### src/design/assert_macros.svh
// assertion helpers shared by the rotation matrix design
// no dependencies
`ifndef ASSERT_MACROS_SVH
`define ASSERT_MACROS_SVH

// property must hold at every clock edge outside reset
`define ASSERT_PROP(name, clk, rst_n, prop, msg) \
    name: assert property (@(posedge clk) disable iff (!rst_n) prop) else $error(msg);

// condition must never be seen outside reset
`define ASSERT_NEVER(name, clk, rst_n, cond, msg) \
    name: assert property (@(posedge clk) disable iff (!rst_n) !(cond)) else $error(msg);

`endif

### src/design/rrm_pkg.sv
// shared types, constants and rounding helper for the rotation matrix pipeline
// no dependencies
package rrm_pkg;

    // internal fixed point is Q.30
    localparam int unsigned QB = 30;
    localparam logic [30:0] ONE_Q = 31'h4000_0000;
    localparam logic [30:0] HALF_PI_Q = 31'd1686629713;
    localparam logic [61:0] RND_Q = 62'h2000_0000;

    typedef logic signed [33:0] t_q;
    typedef logic signed [67:0] t_prod;

    localparam int unsigned N_SIN = 6;
    localparam int unsigned N_COS = 7;
    localparam int unsigned SIN_DIV [N_SIN] = '{156, 110, 72, 42, 20, 6};
    localparam int unsigned COS_DIV [N_COS] = '{182, 132, 90, 56, 30, 12, 2};

    // pipeline depths
    localparam int unsigned STEP_LAT = 5;
    localparam int unsigned SC_LAT = 4 + N_COS * STEP_LAT + 1;
    localparam int unsigned SQ_LAT = 31;
    localparam int unsigned P_LAT = SC_LAT + 9;

    // signed Q.30 product back to Q.30, half away from zero
    function automatic t_q f_rnd_q30(input t_prod p);
        t_prod adj;
        t_prod s;
        adj = p[67] ? (t_prod'(RND_Q) - t_prod'(1)) : t_prod'(RND_Q);
        s = p + adj;
        return t_q'(s[63:30]);
    endfunction

endpackage

### src/design/rrm_isqrt.sv
// pipelined floor square root of a 62-bit value, one result bit per stage
// depends on rrm_pkg
module rrm_isqrt (
    input  logic        i_clk,
    input  logic        i_en,
    input  logic [61:0] i_v,
    output logic [30:0] o_root
);
    import rrm_pkg::*;

    logic [32:0] r_rem  [SQ_LAT];
    logic [30:0] r_root [SQ_LAT];
    logic [61:0] r_v    [SQ_LAT-1];
    logic [32:0] n_rem  [SQ_LAT];
    logic [30:0] n_root [SQ_LAT];
    logic [61:0] n_v    [SQ_LAT-1];

    always_comb begin
        logic [32:0] p_rem;
        logic [30:0] p_root;
        logic [61:0] p_v;
        logic [34:0] trial;
        logic [34:0] test;
        for (int s = 0; s < SQ_LAT; s++) begin
            if (s == 0) begin
                p_rem  = '0;
                p_root = '0;
                p_v    = i_v;
            end else begin
                p_rem  = r_rem[s-1];
                p_root = r_root[s-1];
                p_v    = r_v[s-1];
            end
            // bring down the next two bits and try the next root bit
            trial = {p_rem, p_v[61:60]};
            test  = {2'b00, p_root, 2'b01};
            if (trial >= test) begin
                n_rem[s]  = 33'(trial - test);
                n_root[s] = {p_root[29:0], 1'b1};
            end else begin
                n_rem[s]  = trial[32:0];
                n_root[s] = {p_root[29:0], 1'b0};
            end
            if (s < SQ_LAT - 1) begin
                n_v[s] = {p_v[59:0], 2'b00};
            end
        end
    end

    always_ff @(posedge i_clk) begin
        if (i_en) begin
            r_rem  <= n_rem;
            r_root <= n_root;
            r_v    <= n_v;
        end
    end

    assign o_root = r_root[SQ_LAT-1];

endmodule

### config.mk
export PLATFORM = sky130hd
export DESIGN_NAME = rrm_isqrt
export DESIGN_NICKNAME = d
export VERILOG_FILES = /design/src/design/assert_macros.svh /design/src/design/rrm_pkg.sv /design/src/design/rrm_isqrt.sv
export SDC_FILE = /design/constraint.sdc
export NUM_CORES = 2
export LEC_CHECK = 0
export BUFFER_PORTS_ARGS = -buffer_cell sky130_fd_sc_hd__buf_2
export CAP_MARGIN = 10
export CORE_MARGIN = 8
export CORE_UTILIZATION = 47
export DETAILED_ROUTE_END_ITERATION = 12
export HOLD_SLACK_MARGIN = 0.1
export PLACE_DENSITY = 0.7
export SLEW_MARGIN = 20
export SYNTH_ARGS = -nofsm -noshare
export SYNTH_HDL_FRONTEND = slang
export SYNTH_SLANG_ARGS = --single-unit
### constraint.sdc
create_clock -name i_clk -period 5.6 [get_ports i_clk]
set_input_delay 1.12 -clock i_clk [delete_from_list [all_inputs] [get_ports i_clk]]
set_output_delay 1.12 -clock i_clk [all_outputs]
set_load 0.01 [all_outputs]
; Word-level counts from Yosys, hierarchy flattened
; Cells that the tools add are included.
[word_totals]
out_inout_bits = 31
regBits = 2386
[classes]
addsub = 30
n_mux = 61
n_lt_le_gt_ge = 31
[op_table]
columns = op, count
row1 = 2-to-1 mux 33 bit, 29
row2 = >= comparator 35 x 10 -> 1 bit, 1
row3 = >= comparator 35 x 11 -> 1 bit, 1
row4 = >= comparator 35 x 12 -> 1 bit, 1
row5 = >= comparator 35 x 13 -> 1 bit, 1
row6 = >= comparator 35 x 14 -> 1 bit, 1
row7 = >= comparator 35 x 15 -> 1 bit, 1
row8 = >= comparator 35 x 16 -> 1 bit, 1
row9 = >= comparator 35 x 17 -> 1 bit, 1
row10 = >= comparator 35 x 18 -> 1 bit, 1
row11 = >= comparator 35 x 19 -> 1 bit, 1
row12 = >= comparator 35 x 20 -> 1 bit, 1
row13 = >= comparator 35 x 21 -> 1 bit, 1
row14 = >= comparator 35 x 22 -> 1 bit, 1
row15 = >= comparator 35 x 23 -> 1 bit, 1
row16 = >= comparator 35 x 24 -> 1 bit, 1
row17 = >= comparator 35 x 25 -> 1 bit, 1
row18 = >= comparator 35 x 26 -> 1 bit, 1
row19 = >= comparator 35 x 27 -> 1 bit, 1
row20 = >= comparator 35 x 28 -> 1 bit, 1
row21 = >= comparator 35 x 29 -> 1 bit, 1
row22 = >= comparator 35 x 3 -> 1 bit, 1
row23 = >= comparator 35 x 30 -> 1 bit, 1
row24 = >= comparator 35 x 31 -> 1 bit, 1
row25 = other kinds (40), 70

; Longest topological paths before layout
[depth]
word_depth = 2
mapped_depth = 15

; Worst setup path before layout
; No wires, ideal clock.
[synth_path]
path_type = register to register
startpoint = reg r_rem[172] in the netlist's numbering
endpoint = reg r_rem[138] in the netlist's numbering, data pin
t_arrival_ps = 3075
synth_period_minus_slack_ps = 3335
stages_incl_launch_ff = 12
slack_ps = 2265
setup_ps = 260
path_buffers = 1
path_cell_list = edfxtp_1 -> ha_1 -> nand2_1 -> or3_1 -> or3_1 -> a21boi_0 -> o21ai_1 -> o31ai_4 -> a31oi_1 -> o21ai_2 -> buf_2 -> mux2_2
[synth_rtl]
columns = item, line_no
row1 = "start, declared", rrm_isqrt.sv:11  ; logic [32:0] r_rem [SQ_LAT];
row2 = "start signal, assigned", rrm_isqrt.sv:52  ; r_rem <= n_rem;

==> impl_metrics.ini <==
[status]
outcome = complete, no violations

[worst_setup_path]
crit_path_frequent_cell = or3_1
crit_type = reg2reg
arrival_ps = 4880
cp_cell_sequence = ha_1 > inv_1 > or3_1 > or3_1 > a21boi_0 > o21ai_1 > o31ai_4 > a31oi_1 > o21ai_4 > mux2_2
crit_path_start_kind = flop
endpoint_kind = flop
slowest_stage = o21ai_4
max_stage_delay_ps = 790
crit_fanout = 37
crit_required_ps = 6200

[synth]
yosysWarnings = 0
synthCells = 8451
syn_avg_cell_area_sq_um = 12.98
synth-edff-count = 2354
synth_area_leaders = edfxtp_1, ha_1, xnor2_1, xor2_1, a21oi_1
syn-num-nets = 9046
synth_ff_type = edfxtp_1
synth_top_area_share_pct = 64.46
ys_seq_area_share_pct = 64.46
ys_types = 104
syn_area_sq_mm = 0.1097
synth_seq_cells = 2354
post-synth-top-area-cell = edfxtp_1
async_flop_share_pct = 0

[die]
num_rows = 177
die-area_sq_mm = 0.2490
die_x_um = 499.0
pin_count = 95
start_util_pct = 47.20
die_h_um = 499.0
coreArea_sq_mm = 0.2323

[sta]
worst_pin_slew_ps = 1005
period_needed_ps = 4274
fin_skew_ps = 62.45
rsz0062_at_grt = no
hold_viol = 0
fmax_ghz = 0.2340
timing.setup.tns_ps = 0
post-route-period-util_pct = 76.31
setup_violations = 0
slew_headroom_pct = 32.72
slew_viol_final = 0

[grt]
grt_pass1_wl_um = 335700
overflow = 0
grt_max_degree = 128
antenna_found_initial = 2
grt_usage_pct = 16.37
grt_pass1_vias = 64000

[clock_tree]
clockBufferDepth = 3
cts_setup_buffers = 0
clk_pin_slew_ps = 60
ctsHoldBuffers = 0
clock-root-buffer = clkbuf_16
numCtsBuffers = 238
h-tree-depth = 4
cts_sinks = 2354
cts_tree = built
post_cts_resized = 0
worstSkewPairLatency_ps = 880

[cells_and_area]
drive_above_1_share_pct = 8.340
fin_cells = 11930
utilization_pct = 52.56
final_common_cell = edfxtp_1
final_cell_mix = edfxtp_1, inv_1, nor2_1, a21oi_1, ha_1
fin_nets = 9274
n_fill_cell = 19010
syn_to_final_growth_pct = 11.34

[detailed_routing]
drt_wl_total_um = 210700
drt-pass1-iter-count = 6
drc = 0
drt-initial-drc-count = 5356
viasPerCell = 5.459
vias = 65120
avgRoutedWirePerCell_um = 17.66
detail-route-antenna-nets = 0

[placed_design]
post-dp-hpwl_um = 151300
io_buffers = 94
place_congestion = 0.9103
place_inst = 11480

[power]
p_switching_uw = 13810
vdd_drop_max_v = 0.0003017
p_int_uw = 35730
p_leak_uw = 0.04641
pwr-share-seq_pct = 47.9
powerDensity_mw_per_mm2 = 405.7
switching_share_pct = 27.88
combPwrFrac_pct = 19.8
pwr-share-clk_pct = 32.2

[min_path]
holdCritPathClass = reg2reg

[job]
drv_cap = 0
-- synth_stat cells (all sizes together) (9+ instances only) --
library cell	count
a2111oi	12
nand2	508
o2111ai	16
nand3	127
a21boi	24
mux2	105
and3	28
nand3b	23
xnor2	410
xor2	349
and2	29
or3	89
or4	59
a211oi	34
a31oi	43
ha	531
nand4	96
a21oi	573
nand4b	16
a31o	11
inv	660
nor4	110
a21o	218
nor3	228
and4	12
a211o	9
o21a	111
o41ai	9
edfxtp	2354
nor3b	16
o21ai	404
o31a	9
o31ai	49
buf	38
o21bai	43
nor2b	76
mux2i	10
nor2	589
or2	49
nand2b	106
o211ai	32
clkbuf	133
-- layout make-up --
cell class	instances	area [sq um]	share of cell area [%]
sequential	2354	70690	57.90
multi-input combinational	5266	35870	29.38
timing repair buffer	159	1224	1.002
clock inverter	167	1919	1.572
inverter	660	2477	2.029
tap	3043	3807	3.118
antenna	1	2.502	0.002050
clock buffer	279	6110	5.004
-- power by group through the flow --
stage | clock network, uW | registers (uW) | logic (uW)
6_report | 16000 | 23700 | 9830
5_1_grt | 17100 | 24000 | 10900
4_1_cts | 16400 | 23700 | 9780
3_5_place_dp | 0 | 24100 | 9690
3_3_place_gp | 0 | 24100 | 9510
2_1_floorplan | 0 | 23400 | 7390
-- registers in the layout (all words and copies together), names as in the netlist --
register / cells
n_v: 870
r_rem: 928
o_root: 31
r_v: 60
r_root: 465
-- cell families after synthesis --
family / count (synthesis) / synth area share [%]
AND/OR/NAND/NOR: 2183 / 9.894
flip-flops: 2354 / 64.46
AO/OA/AOI/OAI: 1677 / 9.468
other: 1 / 0.003420
multiplexers: 115 / 1.169
adder cells (fa/ha/maj): 531 / 6.059
XOR/XNOR: 759 / 6.062
buffers and inverters: 831 / 2.884
-- critical path, delay by kind of cell, from the launching register on --
family,cells,cell delay (ps)
buffers and inverters,1,90
flip-flops,1,400
AND/OR/NAND/NOR,2,820
multiplexers,1,430
adder cells (fa/ha/maj),1,360
AO/OA/AOI/OAI,5,1880
-- per-layer routing --
metal / GRT usage (%) / part of all wire [%] / vias to the layer above
li1: - / - / 31710
met1: 21.85 / 44 / 31020
met2: 26.93 / 47 / 1897
met3: 2.833 / 5.8 / 488
met4: 6.204 / 3.7 / 0
met5: 0 / 0 / -
-- worst paths after layout --
kind              slack, ps                  from  cells past startpoint                   end
setup / recovery       1330  r_rem[169]$_DFFE_PP_                     10  r_rem[145]$_DFFE_PP_
hold / removal          390   n_v[1755]$_DFFE_PP_                      0   n_v[1695]$_DFFE_PP_
setup reg to reg       1330  r_rem[169]$_DFFE_PP_                     10  r_rem[145]$_DFFE_PP_
hold reg to reg         390   n_v[1755]$_DFFE_PP_                      0   n_v[1695]$_DFFE_PP_
-- stage by stage --
stage               hold slack, ps  worst slack [ps]  instance area (sq um)  total power (uW)
global placement             400.2              1422                 114100             33560
floorplan                    400.3              2265                 109700             30750
CTS                          316.2              1313                 122100             49960
global route                 334.1              1099                 122100             51970
detailed placement           404.5              1338                 114100             33770
finish                       388.5              1326                 122100             49530
(Power assumes the default switching activity.)
